<file path="src/hw/rtl/assert_macros.svh">
// Assertion macros used by the top-level RTL file.
// Depends on nothing; define NO_ASSERTIONS to compile them out.
`ifndef ASSERT_MACROS_SVH
`define ASSERT_MACROS_SVH
`ifndef NO_ASSERTIONS
`define ASSERT_IMPLIES(label, clk, rst, ante, cons) \
   label: assert property (@(posedge clk) disable iff (rst) (ante) |-> (cons)) \
      else $error("assertion failed");
`define ASSERT_NEXT(label, clk, rst, ante, cons) \
   label: assert property (@(posedge clk) disable iff (rst) (ante) |=> (cons)) \
      else $error("assertion failed");
`else
`define ASSERT_IMPLIES(label, clk, rst, ante, cons)
`define ASSERT_NEXT(label, clk, rst, ante, cons)
`endif
`endif

</file>
<file path="src/hw/rtl/pnp_pkg.sv">
// Shared constants, register indexes and types of the polyline nearest point core.
// Depends on nothing.
`timescale 1ns / 1ps
package pnp_pkg;
   localparam int COORD_BITS    = 24;
   localparam int FRAC_BITS     = 24;
   localparam int IDX_BITS      = 16;
   localparam int MAX_VERTICES  = 65536;
   localparam int DIST_BITS     = 50;
   localparam int CSR_IDX_BITS  = 3;
   localparam int CSR_DATA_BITS = 24;
   localparam int QUEUE_DEPTH   = 2;

   localparam logic [CSR_IDX_BITS-1:0] CSR_SEARCH_X   = 3'd0;
   localparam logic [CSR_IDX_BITS-1:0] CSR_SEARCH_Y   = 3'd1;
   localparam logic [CSR_IDX_BITS-1:0] CSR_SEARCH_Z   = 3'd2;
   localparam logic [CSR_IDX_BITS-1:0] CSR_PLANAR     = 3'd3;
   localparam logic [CSR_IDX_BITS-1:0] CSR_FIRST_IDX  = 3'd4;

   localparam logic [IDX_BITS-1:0] CNT_MAX = IDX_BITS'(MAX_VERTICES - 1);

   typedef logic signed [COORD_BITS-1:0] coord_type;

   typedef struct packed {
      coord_type             search_x;
      coord_type             search_y;
      coord_type             search_z;
      logic                  planar;
      logic [IDX_BITS-1:0]   first_index;
   } cfg_type;

   typedef struct packed {
      coord_type [2:0]       a;
      coord_type [2:0]       b;
      coord_type [2:0]       p;
      logic                  visit;
      logic                  last;
      logic [IDX_BITS-1:0]   seg_index;
   } seg_type;
endpackage

</file>
<file path="src/hw/rtl/pnp_queue.sv">
// Short segment queue between front and back ends.
// Depends on pnp_pkg.
`timescale 1ns / 1ps
module pnp_queue (
   input  logic             clock,
   input  logic             reset,
   input  logic             push,
   input  pnp_pkg::seg_type wr_seg,
   input  logic             pop,
   output pnp_pkg::seg_type rd_seg,
   output logic             full,
   output logic             not_empty
);
   localparam int PW = $clog2(pnp_pkg::QUEUE_DEPTH);
   pnp_pkg::seg_type mem_ff [pnp_pkg::QUEUE_DEPTH];
   logic [PW-1:0] wr_ff, wr_in, rd_ff, rd_in;
   logic [PW:0] cnt_ff, cnt_in;

   assign full      = cnt_ff == (PW+1)'(pnp_pkg::QUEUE_DEPTH);
   assign not_empty = cnt_ff != '0;
   assign rd_seg    = mem_ff[rd_ff];

   always_comb begin
      wr_in  = push ? PW'((wr_ff + 1'b1) % pnp_pkg::QUEUE_DEPTH) : wr_ff;
      rd_in  = pop ? PW'((rd_ff + 1'b1) % pnp_pkg::QUEUE_DEPTH) : rd_ff;
      cnt_in = cnt_ff + (PW+1)'(push) - (PW+1)'(pop);
   end

   always_ff @(posedge clock) begin
      if (push) mem_ff[wr_ff] <= wr_seg;
   end

   always_ff @(posedge clock) begin
      if (reset) begin
         wr_ff <= '0;
         rd_ff <= '0;
         cnt_ff <= '0;
      end else begin
         wr_ff <= wr_in;
         rd_ff <= rd_in;
         cnt_ff <= cnt_in;
      end
   end
endmodule

</file>
<file path="config.mk">
export PLATFORM = sky130hd
export DESIGN_NAME = pnp_queue
export DESIGN_NICKNAME = d
export VERILOG_FILES = /design/src/hw/rtl/assert_macros.svh /design/src/hw/rtl/pnp_pkg.sv /design/src/hw/rtl/pnp_queue.sv
export SDC_FILE = /design/constraint.sdc
export NUM_CORES = 1
export LEC_CHECK = 0
export BUFFER_PORTS_ARGS = -buffer_cell sky130_fd_sc_hd__buf_4
export CAP_MARGIN = 20
export CORE_MARGIN = 4
export CORE_UTILIZATION = 52
export CTS_CLUSTER_DIAMETER = 100
export CTS_CLUSTER_SIZE = 10
export DETAILED_ROUTE_END_ITERATION = 10
export GPL_TIMING_DRIVEN = 0
export PLACE_DENSITY = 0.88
export SLEW_MARGIN = 20
export SYNTH_ARGS = -nofsm -noshare
export SYNTH_HDL_FRONTEND = slang
export SYNTH_SLANG_ARGS = --single-unit
</file>
<file path="constraint.sdc">
create_clock -name clock -period 14.1 [get_ports clock]
set_input_delay 0.705 -clock clock [delete_from_list [all_inputs] [get_ports clock]]
set_output_delay 0.705 -clock clock [all_outputs]
set_load 0.005 [all_outputs]
</file>
## After elaboration in Yosys (flattened, before gate mapping)

Memory sizes are Yosys's and may differ from the RTL's. A register that Yosys moved wholly into a read port is not among the register bits.
Cells that the tools add are included.

| word-level totals | value |
|---|---|
| register bits | 4 |
| bits in writable memories | 468 |
| output and inout port bits | 236 |
| logic and storage cells | 14 |
| memories kept | 1 |

Memories:

| memory | depth | bits a word | read ports | clocked after memory_dff | wr ports | RTL line | source |
|---|---|---|---|---|---|---|---|
| mem_ff | 2 | 234 | 1 | 1 | 1 | pnp_queue.sv:15 | `pnp_pkg::seg_type mem_ff [pnp_pkg::QUEUE_DEPTH];` |

| cells by class | value |
|---|---|
| add/sub/neg operators | 4 |
| equality and inequality tests | 1 |
| muxes and demuxes | 4 |
| reductions and logical operators | 1 |

Operators by type and width:

| operator | count |
|---|---|
| 1-bit two-way mux | 4 |
| 1-bit adder, second input constant | 2 |
| 2-bit by 1-bit adder with 2-bit output | 1 |
| 2-bit equality test, second input constant | 1 |
| 2-bit nonzero test | 1 |
| 2-bit by 1-bit subtractor with 2-bit output | 1 |

## Longest topological paths before layout

Gate-level depths: netlist (run 1).

| logic depth | value |
|---|---|
| word-level depth | 3 |
| depth in mapped cells | 6 |
| depth with buffers taken out | 6 |

## Worst setup path before layout (run 1)

Ideal clock, no wire load.

| timing path | value |
|---|---|
| kind | input-to-reg |
| start point | input push |
| end point | memory mem_ff[0][0] (netlist bit) (enable) |
| setup time | 0.861 ns |
| arrival | 10.781 ns |
| required time | 13.239 ns |
| path slack | 2.458 ns |
| stages on the path | 1 |
| path through | nor2b_1 |

| on the way | value |
|---|---|
| longest elaborated chain between the ends | 2 |

Ends and longest elaborated chain:

| what | RTL line | source |
|---|---|---|
| start, declared | pnp_queue.sv:7 | `input logic push,` |
| 1-bit two-way mux | pnp_queue.sv:30 | `if (push) mem_ff[wr_ff] <= wr_seg;` |
| 1-bit two-way mux (not written as such) | pnp_queue.sv:30 |  |
| end, declared | pnp_queue.sv:15 |  |

Every way passes these cells.

==> results of run 1 <==
==> sequential cells by signal (all words and copies together) (netlist names), named ones only <==
signal / cells
cnt_ff: 2
rd_ff: 1
wr_ff: 1
mem_ff: 468
==> per-layer routing <==
metal,GRT usage [%],vias to the layer above,part of all wire [%]
li1,-,4051,-
met1,23.0,4621,34
met2,38.7,401,54
met3,6.15,107,8.2
met4,9.79,2,3.9
met5,0,-,0.048
==> cells in the mapped netlist (all sizes together) <==
library cell / count
or2: 1
ha: 2
xnor2: 2
inv: 2
buf: 26
and2: 1
mux2: 234
xnor3: 1
nor2b: 3
dfxtp: 5
nor2: 4
edfxtp: 468
==> metrics by stage <==
stage / cells / setup slack, ns
after floorplan: 749 / 2.46
after global placement: 1670 / -3.23
after detailed placement: 1685 / 11.26
after CTS: 1749 / 11.36
after global routing: 1751 / 11.34
final: 1751 / 11.43
==> layout by cell type, fill, tap and decap left out <==
cell       instances
buf_4            473
mux2_2            74
buf_16            11
nor2_1             4
inv_1              2
ha_1               2
and2_4             1
mux2_4           160
nor2b_4            1
or2_2              1
edfxtp_1         468
dfxtp_1            5
clkbuf_1          10
buf_12             4
xnor3_1            1
diode_2            2
nor2b_1            2
xnor2_1            2
clkbuf_16         53
buf_6             19
buf_2              7
inv_6              1
==> power by group <==
part           switching, uW  leakage (uW)  internal [uW]
Sequential              22.7       0.00443           1640
Clock                    478      0.000669            667
Combinational            187       0.00413            264
Total                    688       0.00924           2580
==> final timing paths <==
path | endpoint | slack, ns
setup / recovery | rd_seg[120] | 11.43
hold / removal | mem_ff[0][226] | 0.33
setup reg to reg | mem_ff[0][203] | 11.73
hold reg to reg | flip-flop | 0.56
==> area by class of cell <==
type / instances / share of cell area, %
antenna: 2 / 0.0212
buffer: 26 / 1.05
multi-input combinational: 248 / 14.2
tap: 448 / 2.37
sequential: 473 / 59.9
inverter: 2 / 0.0318
clock inverter: 1 / 0.0371
clock buffer: 63 / 5.77
timing repair buffer: 488 / 16.6
==> cells by family (layout without fill, tap and decap cells) <==
| group | Yosys count | after routing | share of synthesized area (%) |
|---|---|---|---|
| buffers and inverters | 28 | 580 | 1.44 |
| XOR/XNOR | 3 | 3 | 0.225 |
| AND/OR/NAND/NOR | 9 | 9 | 0.261 |
| adder cells (fa/ha/maj) | 2 | 2 | 0.141 |
| other | 0 | 2 | 0 |
| flip-flops | 473 | 473 | 79.7 |
| multiplexers | 234 | 234 | 18.2 |
==> worst max-delay path: stages (launching register included) <==
cell	delay [ns]
dfxtp_1	0.32
buf_6	0.15
buf_6	0.21
buf_6	0.23
mux2_4	0.34
buf_4	0.14
==> flow_metrics.tcl, run 1 <==
set metrics [dict create \
    run_status "finished, final reports clean" \
    footprint_of_the_multi_input_gates_sq_um 3360 \
    powerDensity_nw_per_um2 138 \
    timing.final.crit_period_ns 2.67 \
    postSynthRegisterBits 473 \
    core.rowCount 67 \
    path_class "reg2out" \
    detailed_route_vias_per_instance 5.24 \
    worst_hold_slack_across_all_endpoints_ns 0.330 \
    layout-drive-gt1-share_pct 61.9 \
    worstSetupStartpointType "flip-flop" \
    crit_required_ns 13.40 \
    synth-seq-area-share_pct 79.7 \
    cts.path.max_buffers 3 \
    hold-path-cell-count 1 \
    groute.usage.overall_pct 21.3 \
    final_cell_area_sq_um 23600 \
    worstMarginPinSlew_ns 0.750 \
    power.static_leakage_uw 0.00924 \
    yosysUniqueCellTypes 14 \
    finalCritPeriodShare_pct 18.9 \
    yosys-top-cells-area "edfxtp_1 (79%), mux2_4 (14%), mux2_2 (4.7%), buf_6 (1.2%), dfxtp_1 (0.56%)" \
    dieWidth_um 193 \
    netlist_area_sq_um 17800 \
    ir_drop_uv 117 \
    drt_iter0_drc 432 \
    reg2reg_depth 6 \
    timing_hold_violations_final 0 \
    setup_repair_after_global_routing_missed_its_margin "no" \
    cts_made_buffers 53 \
    chipHeight_um 193 \
    clock_tree_from_tritoncts "done" \
    synth_top_area_share_pct 79.1 \
    postLayoutCoreUtil_pct 70.3 \
    final_nets 1532 \
    totalNegativeSetupSlack_ns 0 \
    die_area_sq_um 37200 \
    vias 9182 \
    timing.final.setup_violations 0 \
    syn_nets 989 \
    drt-wirelength-per-cell_um 23.6 \
    cts_repair_resize_count 0 \
    fmax_ghz 0.374 \
    fin_skew_ns 0.00935 \
    critical_path_arrival_ns 1.97 \
    path_max_fanout 10 \
    ys_warn_count 0 \
    ant_nets 0 \
    clk_transition_reported_paths_ns 0.05 \
    detailed_routing_iterations_pass_1 4 \
    timing_max_transition_violations_final 0 \
    initial_standard_cell_utilization_of_the_core_pct 52.8 \
    postSynthAreaPerCell_sq_um 23.7 \
    synth_cells 749 \
    post-synth-top-area-cell "edfxtp_1" \
    timing.max_cap.violations 0 \
    syn_to_final_growth_pct 33.1 \
    route.detailed.drc 0 \
    io_pins 474 \
    routed_wirelength_um 41400 \
    max-slew-margin-rel_pct 49.9 \
    post-layout-total-power_uw 3260 \
    worstHoldStart "wr_seg[226]" \
    end_kind "output port" \
    area_of_placed_instances_sq_um 22300 \
    dp.final_hpwl_um 29700 \
    clock-root-buffer "clkbuf_16" \
    finalWeightedCongestion 0.771 \
    maximum_number_of_pins_on_one_net_before_global_route_repair 55 \
    cts_sinks 473 \
    number_of_global_route_vias_before_repair 10100 \
    h-tree-depth 2 \
    r2r_start "wr_ff" \
    clkLatencyLatePin_ns 0.56 \
    overflow 0 \
    cts.repair_timing.setup_buffer_count 0 \
    first_pass_grt_wire_length_um 59000 \
    storage_cell_area_sq_um 14200 \
    initial_antenna_violation_count 3 \
    core_area_sq_um 33600 \
    placement.io_buffers 473 \
    ctsHoldBuffers 0 \
    filler_cell_count 1996 \
    hold_path.class "in2reg" \
]
No activity file was read; power rests on OpenSTA's default activity.
==> run 2: changes to the inputs <==
==> constraint.sdc (replaced) <==
create_clock -name clock -period 2.67 [get_ports clock]
set_input_delay 0.1335 -clock clock [delete_from_list [all_inputs] [get_ports clock]]
set_output_delay 0.1335 -clock clock [all_outputs]
set_load 0.005 [all_outputs]
==> run 2 against run 1 <==
  * Sequential cell count unchanged
  * Worst hold slack worse by 0.036 ns
  * Power grew to 5.6 times the previous value
  * Sequential power grew to 5.3 times the previous value
  * Worst setup slack got worse by 11 ns
  * Critical path type unchanged
==> flow_metrics.tcl, run 2 (synthesis gave the netlist of run 1 again) <==
set metrics [dict create \
    run_status "finished, final reports clean" \
    holdPathEnd "mem_ff[1][13]" \
    top_regs "mem_ff x468, cnt_ff x2" \
    met1_usage_pct 29.7 \
    largest_reg_flops 468 \
    maximum_number_of_pins_on_one_net_before_global_route_repair 56 \
    core_area_sq_um 33600 \
    power.static_leakage_uw 0.0103 \
    final_common_cell "buf_4" \
    clock_tree_from_tritoncts "done" \
    timing.final.crit_period_ns 2.15 \
    rr_endpoint "mem_ff[0][218]" \
    cts_repair_resize_count 0 \
    regMostFlops "mem_ff" \
    layout_setup_ws_ns 0.521 \
    layout.cells.non_filler 2004 \
    dp.final_hpwl_um 28800 \
    groute.usage.overall_pct 27.4 \
    crit_path_top_delay_cell "mux2_4" \
    h-tree-depth 2 \
    critical_path_arrival_ns 2.02 \
    powerDensity_nw_per_um2 695 \
    fin_skew_ns 0.0133 \
    routed_wirelength_um 52500 \
    detailed_routing_iterations_pass_1 5 \
    hold_path.class "in2reg" \
    worst_path_most_repeated_cell "buf_6" \
    global_routing_met3_resource_utilization_pct 6.80 \
    detailed_route_vias_per_instance 5.32 \
    cts_made_buffers 53 \
    timing_max_transition_violations_final 0 \
    r2r_setup_slack_ns 0.61 \
    syn_to_final_growth_pct 47.1 \
    timing.max_cap.violations 0 \
    ant_nets 0 \
    reg2reg_depth 5 \
    number_of_global_route_vias_before_repair 12000 \
    timing.critical_path.max_delay_family "buffers and inverters" \
    initial_antenna_violation_count 2 \
    fmax_ghz 0.465 \
    max-slew-margin-rel_pct 58.8 \
    number_of_buffer_and_inverter_stages_on_the_critical_path 4 \
    end_kind "output port" \
    chipHeight_um 193 \
    clock-root-buffer "clkbuf_16" \
    ir_drop_uv 698 \
    worstHoldStart "wr_seg[13]" \
    timing_hold_violations_final 0 \
    area_of_placed_instances_sq_um 22300 \
    place_worst_setup_slack_ns 0.635 \
    dieWidth_um 193 \
    io_pins 474 \
    finalWeightedCongestion 0.736 \
    core.rowCount 67 \
    hold-path-cell-count 2 \
    clk_transition_reported_paths_ns 0.06 \
    placed_cells_incl_taps 1685 \
    crit_required_ns 2.54 \
    cts_sinks 473 \
    path_max_fanout 10 \
    cts.path.max_buffers 3 \
    path_class "reg2out" \
    overflow 0 \
    vias 10700 \
    setup_repair_after_global_routing_missed_its_margin "no" \
    finalCritPeriodShare_pct 80.5 \
    die_area_sq_um 37200 \
    drt_iter0_drc 733 \
    routing_usage_on_met2_pct 51.6 \
    timing.final.setup_violations 0 \
    final_nets 1770 \
    cp_slowest_stage_delay_ns 0.34 \
    worstSetupStartpointType "flip-flop" \
    mostFrequentLayoutCells "buf_4 (473), edfxtp_1 (468), dlygate4sd3_1 (238)" \
    placement.io_buffers 473 \
    route.detailed.drc 0 \
    grt.busiest_layer "met2" \
    layout-drive-gt1-share_pct 52.1 \
    postLayoutCoreUtil_pct 77.7 \
    crit_chain "buf_6, buf_6, buf_6, mux2_4, buf_4" \
    r2r_start "wr_ff" \
    final_cell_area_sq_um 26100 \
    drt-wirelength-per-cell_um 26.2 \
    clkLatencyLatePin_ns 0.58 \
    worstMarginPinSlew_ns 0.617 \
    first_pass_grt_wire_length_um 75000 \
    initial_standard_cell_utilization_of_the_core_pct 52.8 \
]
run 2: changes by cell type in the layout (fill, tap and decap cells not counted):
cell / change
clkbuf_1: +12
clkbuf_16: +2
dfxtp_1: -1
dfxtp_2: +1
dlygate4sd3_1: +238
inv_6: +1
run 2: final cells by class:
cell class	instances	area, sq um
Sequential cell	473	14200
Fill cell	1613	7490
Timing Repair Buffer	726	6320
Multi-Input combinational cell	248	3360
Clock buffer	77	1460
Tap cell	448	561
Buffer	26	249
Clock inverter	2	17.5
Inverter	2	7.51
Antenna cell	2	5.00
run 2: repair_timing:
item	CTS	global route
endpoints found under the hold margin	473	0
endpoints found under the setup margin	0	0
buffers inserted	0	0
hold buffers	238	0
run 2: power breakdown:
part	switching [uW]	leakage, uW	internal, uW
Combinational	1160	0.00513	1630
Clock	2800	0.000713	3730
Sequential	153	0.00443	8680
Total	4110	0.0103	14000
run 2: per-stage QoR:
step	power, uW	setup TNS, ns	hold WS (ns)
finish	18200	0	0.295
global route	18700	0	0.278
CTS	18000	0	0.267
detailed placement	11300	0	0.321
global placement	11200	-1327.27	0.318
floorplan	10000	-597.19	0.198
run 2: worst max-delay path by stage:
stage,slack (ns),end,depth (start not counted)
CTS,0.47,rd_seg[144],5
global route,0.45,rd_seg[144],5
finish,0.52,rd_seg[144],5
detailed placement,0.64,mem_ff[0][195],5
global placement,-3.26,mem_ff[0][195],1
floorplan,-1.54,mem_ff[0][0],1
run 2: per-layer routing:
layer	vias to the layer above	wire, um
met5	-	0
met4	0	2070
met3	136	4310
met2	597	28700
met1	5377	17500
li1	4544	-
