[src/hw/rtl/assert_macros.svh]
// Assertion macros used by the top-level RTL file.
// Depends on nothing; define NO_ASSERTIONS to compile them out.
`ifndef ASSERT_MACROS_SVH
`define ASSERT_MACROS_SVH
`ifndef NO_ASSERTIONS
`define ASSERT_IMPLIES(label, clk, rst, ante, cons) \
   label: assert property (@(posedge clk) disable iff (rst) (ante) |-> (cons)) \
      else $error("assertion failed");
`define ASSERT_NEXT(label, clk, rst, ante, cons) \
   label: assert property (@(posedge clk) disable iff (rst) (ante) |=> (cons)) \
      else $error("assertion failed");
`else
`define ASSERT_IMPLIES(label, clk, rst, ante, cons)
`define ASSERT_NEXT(label, clk, rst, ante, cons)
`endif
`endif

[src/hw/rtl/pnp_pkg.sv]
// Shared constants, register indexes and types of the polyline nearest point core.
// Depends on nothing.
`timescale 1ns / 1ps
package pnp_pkg;
   localparam int COORD_BITS    = 24;
   localparam int FRAC_BITS     = 24;
   localparam int IDX_BITS      = 16;
   localparam int MAX_VERTICES  = 65536;
   localparam int DIST_BITS     = 50;
   localparam int CSR_IDX_BITS  = 3;
   localparam int CSR_DATA_BITS = 24;
   localparam int QUEUE_DEPTH   = 2;

   localparam logic [CSR_IDX_BITS-1:0] CSR_SEARCH_X   = 3'd0;
   localparam logic [CSR_IDX_BITS-1:0] CSR_SEARCH_Y   = 3'd1;
   localparam logic [CSR_IDX_BITS-1:0] CSR_SEARCH_Z   = 3'd2;
   localparam logic [CSR_IDX_BITS-1:0] CSR_PLANAR     = 3'd3;
   localparam logic [CSR_IDX_BITS-1:0] CSR_FIRST_IDX  = 3'd4;

   localparam logic [IDX_BITS-1:0] CNT_MAX = IDX_BITS'(MAX_VERTICES - 1);

   typedef logic signed [COORD_BITS-1:0] coord_type;

   typedef struct packed {
      coord_type             search_x;
      coord_type             search_y;
      coord_type             search_z;
      logic                  planar;
      logic [IDX_BITS-1:0]   first_index;
   } cfg_type;

   typedef struct packed {
      coord_type [2:0]       a;
      coord_type [2:0]       b;
      coord_type [2:0]       p;
      logic                  visit;
      logic                  last;
      logic [IDX_BITS-1:0]   seg_index;
   } seg_type;
endpackage

[src/hw/rtl/pnp_front.sv]
// Front end: accepts vertices, pairs them into segments and numbers them.
// Depends on pnp_pkg.
`timescale 1ns / 1ps
module pnp_front (
   input  logic             clock,
   input  logic             reset,
   input  pnp_pkg::cfg_type cfg,
   input  logic             in_valid,
   output logic             in_ready,
   input  pnp_pkg::coord_type vx,
   input  pnp_pkg::coord_type vy,
   input  pnp_pkg::coord_type vz,
   input  logic             vlast,
   input  logic             q_full,
   output logic             push,
   output pnp_pkg::seg_type seg
);
   pnp_pkg::coord_type [2:0] prev_ff, prev_in;
   logic have_prev_ff, have_prev_in;
   logic [pnp_pkg::IDX_BITS-1:0] cnt_ff, cnt_in;
   logic [pnp_pkg::IDX_BITS:0] idx_sum;

   assign in_ready = !q_full;
   assign push     = in_valid && in_ready;
   assign idx_sum  = {1'b0, cfg.first_index} + {1'b0, cnt_ff} - 1'b1;

   always_comb begin
      seg.a[0] = prev_ff[0];
      seg.a[1] = prev_ff[1];
      seg.a[2] = cfg.planar ? '0 : prev_ff[2];
      seg.b[0] = vx;
      seg.b[1] = vy;
      seg.b[2] = cfg.planar ? '0 : vz;
      seg.p[0] = cfg.search_x;
      seg.p[1] = cfg.search_y;
      seg.p[2] = cfg.planar ? '0 : cfg.search_z;
      seg.visit = have_prev_ff;
      seg.last  = vlast;
      seg.seg_index = idx_sum[pnp_pkg::IDX_BITS] ? '1 : idx_sum[pnp_pkg::IDX_BITS-1:0];
      prev_in = prev_ff;
      have_prev_in = have_prev_ff;
      cnt_in = cnt_ff;
      if (push) begin
         if (vlast) begin
            prev_in = '0;
            have_prev_in = 1'b0;
            cnt_in = '0;
         end else begin
            prev_in = {vz, vy, vx};
            have_prev_in = 1'b1;
            if (cnt_ff != pnp_pkg::CNT_MAX) cnt_in = cnt_ff + 1'b1;
         end
      end
   end

   always_ff @(posedge clock) begin
      if (reset) begin
         prev_ff <= '0;
         have_prev_ff <= 1'b0;
         cnt_ff <= '0;
      end else begin
         prev_ff <= prev_in;
         have_prev_ff <= have_prev_in;
         cnt_ff <= cnt_in;
      end
   end
endmodule

[config.mk]
export PLATFORM = sky130hd
export DESIGN_NAME = pnp_front
export DESIGN_NICKNAME = d
export VERILOG_FILES = /design/src/hw/rtl/assert_macros.svh /design/src/hw/rtl/pnp_pkg.sv /design/src/hw/rtl/pnp_front.sv
export SDC_FILE = /design/constraint.sdc
export NUM_CORES = 1
export LEC_CHECK = 0
export ABC_AREA = 1
export BUFFER_PORTS_ARGS = -buffer_cell sky130_fd_sc_hd__buf_2
export CORE_AREA = 2 2 154 156
export CTS_CLUSTER_DIAMETER = 30
export DETAILED_ROUTE_END_ITERATION = 12
export DIE_AREA = 0 0 156 158
export HOLD_SLACK_MARGIN = 0.03
export PLACE_DENSITY_LB_ADDON = 0.3
export SYNTH_ARGS = -nofsm -noshare
export SYNTH_HDL_FRONTEND = slang
export SYNTH_SLANG_ARGS = --single-unit
[constraint.sdc]
create_clock -name clock -period 3.6 [get_ports clock]
set_input_delay 0.36 -clock clock [delete_from_list [all_inputs] [get_ports clock]]
set_output_delay 0.36 -clock clock [all_outputs]
set_load 0.005 [all_outputs]
[After elaboration in Yosys (flattened, before gate mapping)]
Index checks and enable logic that the tools add are counted.
Word-level totals
  bits in registers: 89
  input port bits: 166
  output and inout port bits: 236
  word-level logic and storage cells: 21
Operators by class
  add/sub/neg operators: 3
  eq/ne operators: 1
  muxes and demuxes: 8
  reduce and logical (&&, ||, !) cells: 4
Operators with widths (number)
  $mux 24: 3
  $mux 72: 1
  $mux 16: 3
  $add 16x16->17: 1
  $sub 17x1->17 const B: 1
  $add 16x1->16 const B: 1
  $ne 16x16->1 const B: 1
  $reduce_and 2->1: 1
  $reduce_bool 2->1: 1
  $logic_and 1x1->1: 1
  $logic_not 1->1: 1
  $mux 1: 1

[Logic depth before layout (Yosys ltp)]
Gate-level depths: netlist of run 1.
  depth after elaboration: 3
  gate-level depth with buffers: 16
  gate-level depth less buffers: 15

[Least setup slack after synthesis of run 1]
Ideal clock, no wire load.
  path kind: flip-flop to output port
  start point: register cnt_ff[10] in the netlist's numbering
  end point: output seg[12] in the netlist's numbering
  arrival: 1.947 ns
  required time: 3.240 ns
  setup slack: 1.293 ns
  cell stages (with the launch flop): 14
  path buffers: 1
  cells stage by stage: dfxtp_1 -> inv_1 -> ha_1 -> inv_1 -> ha_1 -> nand2_2 -> inv_2 -> nand2_1 -> nand2_1 -> a21oi_1 -> nand3b_2 -> nand2_4 -> buf_12 -> nand2_2
RTL lines
  from (decl): line pnp_front.sv:20  | logic [pnp_pkg::IDX_BITS-1:0] cnt_ff, cnt_in;
  from (signal assigned): line pnp_front.sv:64  | cnt_ff <= cnt_in;
  to (decl): line pnp_front.sv:16  | output pnp_pkg::seg_type seg

==> results of run 1 <==
-- stage by stage --
step / setup WS (ps) / instance area, µm² / power (W)
2_1_floorplan: 1290 / 6640 / 0.00153
3_3_place_gp: 984 / 7340 / 0.00169
3_5_place_dp: 984 / 7340 / 0.00169
4_1_cts: 599 / 7650 / 0.00272
5_1_grt: 395 / 7660 / 0.00285
6_report: 608 / 7660 / 0.00267
-- cell type report --
class	instances	area (µm²)	area share
sequential	89	1780	0.233
multi-input combinational	585	2850	0.372
inverter	199	747	0.0976
tap	290	363	0.0474
antenna	2	5.00	0.000654
clock inverter	7	85.1	0.0111
timing repair buffer	313	1600	0.209
clock buffer	9	225	0.0294
-- sequential cells by signal, summed over array words and instances (netlist names) --
| signal | count |
|---|---|
| cnt_ff | 16 |
| have_prev_ff | 1 |
| prev_ff | 24 |
| seg | 48 |
-- cell usage after synthesis --
library cell,number
o21ai_0,11
nor2_1,112
buf_1,9
dfxtp_1,89
buf_6,1
inv_1,194
nand3b_2,1
fa_1,1
nor2_4,3
nand2_1,262
nand4_1,5
nand2_4,2
xnor2_1,6
and2_1,3
or2_2,1
a31oi_1,1
xor2_1,1
buf_4,147
buf_12,1
inv_2,5
nor2_2,2
nor3_2,1
nand2_2,20
a21oi_2,1
nand3_1,21
buf_2,10
o21ai_1,7
nand3b_1,2
ha_1,32
a21oi_1,89
clkbuf_1,15
nand4_2,1
-- per-layer routing --
layer / routed length [µm] / global-route usage
met1: 8690 / 0.191
met2: 8820 / 0.236
met3: 1320 / 0.0422
met4: 393 / 0.0485
met5: 0 / 0
-- critical path, delay by kind of cell, from the launching register on --
family	cells	cell delay, ps
adder cells (fa/ha/maj)	2	650
AND/OR/NAND/NOR	6	670
buffers and inverters	4	310
flip-flops	1	430
AO/OA/AOI/OAI	1	240
-- report_power, final --
group	internal [W]	total (W)	switching, W
clock network	0.000555	0.00101	0.000452
registers	0.00101	0.00103	0.0000158
logic	0.000265	0.000639	0.000374
total	0.00183	0.00267	0.000842
-- final timing paths --
path	start	endpoint
worst min register to register	seg[168]	seg[168]
worst max register to register	cnt_ff[1]	cnt_ff[5]
worst min-delay path	vy[22]	seg[208]
worst max-delay path	cnt_ff[10]	seg[1]
-- logic make-up (layout without fill, tap and decap cells) --
family / Yosys count / count (layout) / synth area share
simple gates: 436 / 436 / 0.272
buf+inv: 382 / 528 / 0.304
compound gates: 109 / 109 / 0.0829
flops: 89 / 89 / 0.268
fa+ha+maj: 33 / 33 / 0.0633
xor+xnor: 7 / 7 / 0.00923
other cells: 0 / 2 / 0
==> summary.txt, run 1 <==
outcome - finished, final reports clean
IO Pins - 402
CP peak stage delay - 430 ps
Hold Path Stages - 3
Min-Delay Path Class - in2reg
post-cts repair resize count - 0
synthesized area per cell - 6.29 µm²
Via Count - 6264
vias in the first global route - 5526
Slew @ Worst Pin - 808 ps
Crit. End Element - primary output
Critical Path Fanout Max - 16
count of cell types in the netlist - 32
Worst setup SP type - register
cell count after placement - 1476
Final Non-Filler Cells - 1494
setup bufs post-CTS - 0
CTS root buf - clkbuf_16
final setup TNS - 0 ps
Synth Register Bits - 89
syn nets - 1255
Synth top area share - 0.268
critical path arrival - 2630 ps
endpoints failing hold - 0
Peak VDD IR - 167 µV
Num Clock Sinks - 89
largest net degree at the start of global routing - 74
port bufs - 305
Area contributors post-synth - dfxtp_1, buf_4, nand2_1
clock buffer depth - 2
most frequent cells in the layout - buf_2, nand2_1, inv_1
Max-slew headroom - 0.461
cells on worst reg2reg path - 9
DPL Wire Length - 15000 µm
WL final - 19200 µm
die area - 24600 µm²
first-pass GRT wire length - 28500 µm
core area - 23100 µm²
Final Slew Violations - 0
GR Overflow Total - 0
Fin Hold WS - 257 ps
cell mode on critical path - nand2_1
vias per cell - 4.19
Worst Clk Skew - 8.55 ps
H-tree Lvls - 3
first drt pass iteration count - 5
max_cap viols - 0
DR iter-0 viols - 300
clk slew on worst S/H paths - 80 ps
TritonCTS buffer count - 9
Crit-path slowest cell - dfxtp_1
RSZ-0062 raised after global routing - false
Avg WL per Cell - 12.9 µm
Chip Width - 156 µm
die height - 158 µm
PwrDens - 349 nW/µm²
Final ANT Viol Nets - 0
Cell Area, Synth - 6640 µm²
CTS tree - built
# setup viols final - 0
Fmax achieved - 0.334 GHz
register area share after synthesis - 0.268
area leader, netlist - dfxtp_1
Clock Latency Late Sink - 340 ps
crit path kind - reg2out
hold_buf cts - 0
share of post-route cells with drive strength above 1 - 0.306
Pleak - 4.19 nW
cell count after synthesis - 1056
most common cell after layout, fill and taps aside - buf_2
layout overhead on the synthesized area - 15.2%
fin nets - 1396
Data required, critical path - 3240 ps
register-to-register setup slack - 1620 ps
drc violations - 0
Ys Warns - 0
Core Util, Final - 0.332
Critical Path, Cell by Cell - inv_1 -> ha_1 -> inv_1 -> ha_1 -> nand2_2 -> inv_2 -> nand2_1 -> nand2_1 -> a21oi_1 -> nand3b_2 -> nand2_4 -> nand2_1 -> buf_2
total global-route track usage - 0.147
fin crit share - 0.831
Initial Util - 0.288
initial antenna violation count - 2
Core Rows - 56
fillers - 2613
gp weighted congestion - 0.827
fin crit period - 2990 ps
Note: power is estimated with default switching activity, not from simulation.
==> run 2, diff against run 1 <==
clock period = 2.4 ns   (was 3.6 ns; I/O delays follow)
==> run 2 against run 1 <==
The flow now finishes with violations (setup timing). Final cell count up 1.7%. Count of clock-buffer cells in the layout stayed put. Worst setup slack worse by 720 ps. Clock power increased by 40%. First-iteration DRC count grew 2.7%. Final area is 8.7% higher. Sequential share of layout area shrank 1.7 points. Non-clock buffer count up 26. Critical endpoint is now seg[15]. Largest power group unchanged. Highest routed layer unchanged.
==> summary.txt, run 2 (synthesis results as in run 1) <==
Int Power - 0.00278 W (was 0.00183 W)
Worst setup SP type - register (unchanged)
Fin Hold WS - 135 ps (was 257 ps)
Worst Clk Skew - 6.99 ps (was 8.55 ps)
Max-slew headroom - 0.624 (was 0.461)
gp weighted congestion - 0.830 (was 0.827)
Slew @ Worst Pin - 563 ps (was 808 ps)
vias per cell - 4.26 (was 4.19)
RSZ-0062 raised after global routing - true (was false)
fin crit share - 1.05
vias in the first global route - 5972 (was 5526)
H-tree Lvls - 3 (unchanged)
IO Pins - 402 (unchanged)
critical path launch point - cnt_ff[1] (was cnt_ff[10])
Final Slew Violations - 0 (unchanged)
max reg flops - 48 (unchanged)
DPL Wire Length - 15100 µm (was 15000 µm)
Via Count - 6476 (was 6264)
Avg WL per Cell - 13.4 µm (was 12.9 µm)
Core Util, Final - 0.361 (was 0.332)
switching share of power - 0.329 (was 0.315)
sequential share of power - 0.372 (was 0.384)
core area - 23100 µm² (unchanged)
Crit Reg-Reg Startpoint - cnt_ff[1] (unchanged)
first-pass GRT wire length - 30500 µm (was 28500 µm)
Data required, critical path - 2160 ps (was 3240 ps)
max_cap viols - 0 (unchanged)
fillers - 2519 (was 2613)
clk slew on worst S/H paths - 70 ps (was 80 ps)
Crit. End Element - primary output (unchanged)
CTS root buf - clkbuf_16 (unchanged)
RR Endpoint - cnt_ff[5] (unchanged)
WL final - 20400 µm (was 19200 µm)
fin crit period - 2510 ps
Final ANT Viol Nets - 0 (unchanged)
GR Overflow Total - 0 (unchanged)
sw power - 0.00136 W (was 0.000842 W)
CP endpoint - seg[15] (was seg[1])
largest net degree at the start of global routing - 76 (was 74)
Num Clock Sinks - 89 (unchanged)
PwrDens - 498 nW/µm² (was 349 nW/µm²)
endpoints failing hold - 0 (unchanged)
Pleak - 4.38 nW (was 4.19 nW)
most frequent cells in the layout - buf_2, nand2_1, inv_1 (unchanged)
outcome - complete, but fails checks (was finished, final reports clean)
crit path kind - reg2out (unchanged)
Fmax achieved - 0.398 GHz
TritonCTS buffer count - 9 (unchanged)
port bufs - 305 (unchanged)
critical path arrival - 2270 ps (was 2630 ps)
clock buffer depth - 2 (unchanged)
Core Rows - 56 (unchanged)
DR iter-0 viols - 308 (was 300)
share of post-route cells with drive strength above 1 - 0.382 (was 0.306)
final setup TNS - -1530 ps (was 0 ps)
die height - 158 µm (unchanged)
cells on worst reg2reg path - 10 (was 9)
register-to-register setup slack - 370 ps (was 1620 ps)
first drt pass iteration count - 4 (was 5)
clock power share - 0.340 (was 0.377)
most common cell after layout, fill and taps aside - buf_2 (unchanged)
Comb power frac - 0.288 (was 0.239)
failing checks - setup timing
CTS tree - built (unchanged)
Min-Delay Path Class - in2reg (unchanged)
Clock Latency Late Sink - 350 ps (was 340 ps)
final worst setup slack - -113 ps (was 608 ps)
initial antenna violation count - 1 (was 2)
Peak VDD IR - 261 µV (was 167 µV)
Critical Path Fanout Max - 3 (was 16)
# setup viols final - 16 (was 0)
Chip Width - 156 µm (unchanged)
die area - 24600 µm² (unchanged)
layout overhead on the synthesized area - 25.3% (was 15.2%)
Initial Util - 0.288 (unchanged)
total global-route track usage - 0.158 (was 0.147)
drc violations - 0 (unchanged)
fin nets - 1423 (was 1396)
## run 2: changes by cell type in the layout (fill, tap and decap cells not counted), moves of 5 or more
cell     change
buf_4       +23
nand2_2      +6
dfxtp_2     +12
dfxtp_1     -12
ha_4        +22
a21oi_1      -5
inv_1       -19
nand2_1     -12
ha_1        -22
inv_2       +19
## run 2: critical path: stages, from the launching register on
cell      delay [ps]
dfxtp_2          340
inv_2             40
ha_4             250
inv_2             40
ha_4             160
fa_2             340
nand2_2          100
nand2_1           60
nand3b_1         100
nand2_2          100
nand2_2           80
nand2_1           50
nand2_1           50
nand2_1           40
inv_1             40
nand2_1           40
buf_2            120
## run 2: area by class of cell
cell class                      instances  area (µm²)  area share
Clock buffer                            9         225      0.0271
Sequential cell                        89        1800       0.216
Tap cell                              290         363      0.0436
Inverter                              199         747      0.0898
Antenna cell                            1        2.50    0.000301
Multi-Input combinational cell        586        3290       0.395
Clock inverter                          7        62.6     0.00752
Timing Repair Buffer                  339        1840       0.221
## run 2: power groups by stage
stage	combinational, W	clock (W)	sequential [W]
2_1_floorplan	0.000730	0	0.00157
3_3_place_gp	0.00100	0	0.00157
3_5_place_dp	0.00101	0	0.00157
4_1_cts	0.00117	0.00147	0.00154
5_1_grt	0.00134	0.00152	0.00155
6_report	0.00119	0.00141	0.00154
## run 2: worst min path at each step
stage | from | end | slack [ps] | cells after the start
after floorplan | vx[2] | seg[164] | 380 | 2
after global placement | seg[195] | seg[195] | 450 | 2
after detailed placement | seg[171] | seg[171] | 450 | 2
after CTS | vy[18] | seg[204] | 120 | 3
after global routing | vz[19] | prev_ff[67] | 130 | 3
final | vy[18] | seg[204] | 130 | 3
## run 2: stage by stage
| stage | setup slack, ps | power [W] | std cells | instance area, µm² |
|---|---|---|---|---|
| 2_1_floorplan | 213 | 0.00230 | 1056 | 6640 |
| 5_1_grt | -267 | 0.00441 | 1520 | 8320 |
| 4_1_cts | -152 | 0.00418 | 1516 | 8240 |
| 3_3_place_gp | 27.0 | 0.00257 | 1490 | 7480 |
| 3_5_place_dp | -36.2 | 0.00258 | 1490 | 7480 |
| 6_report | -113 | 0.00414 | 1520 | 8320 |
## run 2: repair_timing
action	in CTS	in global routing
endpoints found under the setup margin	16	16
cloned	1	0
gates resized for setup	75	17
hold buffers	0	0
pin swaps	25	11
buffers inserted	9	3
## run 2: per-layer routing
metal / share of wire / wire (µm) / global-route usage
met2: 0.47 / 9590 / 0.265
met4: 0.019 / 386 / 0.0511
met5: 0 / 0 / 0
met1: 0.44 / 8910 / 0.192
met3: 0.073 / 1490 / 0.0485
==> run 3, diff against run 2 <==
ABC_AREA = default   (was 1)
CORE_AREA = 2 2 157 159   (was 2 2 154 156)
DIE_AREA = 0 0 159 161   (was 0 0 156 158)
SLEW_MARGIN = 20   (was default)
==> run 3 against run 2 <==
Synthesized cell count shrank 20%. Combinational power shrank 13%. Flip-flop and latch count unchanged. Highest routed layer unchanged. Largest cell class unchanged. Die area up 3.9%. First-iteration DRC count rose by 9.4%. Maximum frequency down 15%. Largest power group unchanged. Routed wire length rose by 2.8%. Register-to-register slack improved by 30 ps. Critical endpoint unchanged. Critical path type unchanged. Critical path depth fell by 4. The flow still finishes with violations (setup timing).
==> summary.txt, run 3 <==
critical path arrival - 2720 ps (was 2270 ps)
area leader, netlist - dfxtp_1 (unchanged)
Final Slew Violations - 0 (unchanged)
Synth Register Bits - 89 (unchanged)
vias per cell - 4.40 (was 4.26)
Worst setup SP type - register (unchanged)
clock buffer depth - 2 (unchanged)
compound-gate portion of the synthesized area - 0.133 (was 0.0829)
largest family of logic cells by synthesized area - simple AND/OR/NAND/NOR gates (was buffers and inverters)
clk slew on worst S/H paths - 70 ps (about the same)
Data required, critical path - 2160 ps (about the same)
Num Clock Sinks - 89 (unchanged)
CTS root buf - clkbuf_16 (unchanged)
Tot Pwr - 0.00392 W (was 0.00414 W)
final worst setup slack - -560 ps (was -113 ps)
share of post-route cells with drive strength above 1 - 0.451 (was 0.382)
GR Overflow Total - 0 (unchanged)
layout overhead on the synthesized area - 32.4% (was 25.3%)
fin crit share - 1.23 (was 1.05)
Peak VDD IR - 315 µV (was 261 µV)
core area - 24000 µm² (was 23100 µm²)
Initial Util - 0.260 (was 0.288)
met1 GRT Util - 0.186 (was 0.192)
crit path kind - reg2out (unchanged)
Min-Delay Path Class - in2reg (unchanged)
fraction of registers with async set or reset after synthesis - 0 (unchanged)
register area share after synthesis - 0.285 (was 0.268)
Worst Clk Skew - 7.22 ps (was 6.99 ps)
PwrDens - 474 nW/µm² (was 498 nW/µm²)
Post-Synth XOR/XNOR Area - 0.0140 (was 0.00923)
most common cell after layout, fill and taps aside - buf_2 (unchanged)
syn nets - 1049 (was 1255)
Synth top area share - 0.285 (was 0.268)
total global-route track usage - 0.154 (was 0.158)
H-tree Lvls - 3 (unchanged)
initial antenna violation count - 2 (was 1)
cell count after placement - 1357 (was 1490)
most used routing layer - met2 (unchanged)
Via Count - 6099 (was 6476)
outcome - complete, but fails checks (unchanged)
Pleak - 3.85 nW (was 4.38 nW)
fin crit period - 2960 ps (was 2510 ps)
port bufs - 305 (unchanged)
mux share of post-synthesis cell area - 0.00321 (was 0)
IO Pins - 402 (unchanged)
Synth Area in Simple Gates - 0.249 (was 0.272)
Final Non-Filler Cells - 1385 (was 1520)
max reg flops - 48 (unchanged)
first drt pass iteration count - 4 (unchanged)
vias in the first global route - 5569 (was 5972)
Clock Latency Late Sink - 350 ps (about the same)
cell count after synthesis - 850 (was 1056)
die height - 161 µm (was 158 µm)
CTS tree - built (unchanged)
count leader, synth - buf_4 (was nand2_1)
fillers - 2590 (was 2519)
Chip Width - 159 µm (was 156 µm)
Final ANT Viol Nets - 0 (unchanged)
RSZ-0062 raised after global routing - true (unchanged)
Avg WL per Cell - 15.1 µm (was 13.4 µm)
count of cell types in the netlist - 48 (was 32)
endpoints failing hold - 0 (unchanged)
Max-slew headroom - 0.665 (was 0.624)
Top FF cell, synth - dfxtp_1 (unchanged)
largest net degree at the start of global routing - 64 (was 76)
worst slack, placed - -333 ps (was -36.2 ps)
met2 track demand over resource - 0.279 (was 0.265)
gp weighted congestion - 0.825 (was 0.830)
Post-synth top cells - buf_4, a21oi_1, nand3_1 (was nand2_1, inv_1, buf_4)
final setup TNS - -6980 ps (was -1530 ps)
Crit. End Element - primary output (unchanged)
met3 Use GR - 0.0385 (was 0.0485)
post-synthesis adder-cell area fraction - 0.0673 (was 0.0633)
die area - 25600 µm² (was 24600 µm²)
first-pass GRT wire length - 31300 µm (was 30500 µm)
synthesized area per cell - 7.34 µm² (was 6.29 µm²)
# setup viols final - 16 (unchanged)
Core Rows - 57 (was 56)
max_cap viols - 0 (unchanged)
Ys Warns - 0 (unchanged)
fin nets - 1255 (was 1423)
Fin Hold WS - 162 ps (was 135 ps)
Cell Area, Synth - 6240 µm² (was 6640 µm²)
drc violations - 0 (unchanged)
WL final - 20900 µm (was 20400 µm)
most frequent cells in the layout - buf_2, a21oi_1, nand3_1 (was buf_2, nand2_1, inv_1)
DPL Wire Length - 15800 µm (was 15100 µm)
TritonCTS buffer count - 9 (unchanged)
DR iter-0 viols - 337 (was 308)
failing checks - setup timing (unchanged)
Critical Path Fanout Max - 3 (unchanged)
Area contributors post-synth - dfxtp_1, buf_4, a21oi_1 (was dfxtp_1, buf_4, nand2_1)
Post-synth EDFFs - 0 (unchanged)
Slew @ Worst Pin - 503 ps (was 563 ps)
Fmax achieved - 0.338 GHz (was 0.398 GHz)
[run 3: layout make-up]
| type | count | area [µm²] | share of cell area |
|---|---|---|---|
| Tap cell | 324 | 405 | 0.0491 |
| Timing Repair Buffer | 388 | 2220 | 0.268 |
| Multi-Input combinational cell | 501 | 3320 | 0.402 |
| Antenna cell | 1 | 2.50 | 0.000303 |
| Sequential cell | 89 | 1790 | 0.217 |
| Inverter | 67 | 251 | 0.0304 |
| Clock buffer | 9 | 225 | 0.0273 |
| Clock inverter | 6 | 42.5 | 0.00515 |
[run 3: path summary, 6_finish.rpt]
check,from,to,slack [ps],depth (start not counted)
max reg2reg,cnt_ff[1],cnt_ff[12],400,7
min reg2reg,prev_ff[53],prev_ff[53],450,2
min,vz[22],prev_ff[70],160,3
max,cnt_ff[1],seg[15],-560,12
[run 3: critical path, stage by stage, from the launching register on]
cell and delay (ps):
dfxtp_2 340, inv_2 50, ha_4 250, inv_2 40, ha_4 150, fa_2 340
a21o_1 200, nand4_1 120, a31o_2 210, a31oi_1 90, or3_1 320, a21o_1 150
buf_2 120
[run 3: metal layers]
metal  vias to the layer above  part of all wire
met2                       189              0.52
met1                      2823              0.42
met5                         -                 0
met4                         0             0.013
li1                       3067                 -
met3                        20             0.049
[run 3: timing repair]
item | 4_1_cts | 5_1_grt
gates resized for setup | 60 | 13
hold buffers | 0 | 0
buffers inserted | 5 | 8
cloned | 0 | 1
setup endpoints to repair | 16 | 16
pin swaps | 30 | 13
[run 3: logic make-up (layout without fill, tap and decap cells)]
logic type	Yosys count	after routing
and+or+nand+nor	305	305
buffers and inverters	260	470
muxes	2	2
other	0	1
adders and majority gates	33	33
AOI/OAI and AO/OA	151	151
DFF	89	89
xor gates and xnor gates	10	10
[run 3: report_power, final]
| part | internal, W | switching, W |
|---|---|---|
| clock | 0.000701 | 0.000646 |
| sequential | 0.00151 | 0.0000164 |
| combinational | 0.000506 | 0.000537 |
| total | 0.00272 | 0.00120 |
[run 3: metrics by stage]
stage / utilization / instance area, µm²
after floorplan: - / 6320
after global placement: 0.315 / 7550
after detailed placement: 0.315 / 7550
after CTS: 0.340 / 8150
after global routing: 0.345 / 8260
final: 0.345 / 8260
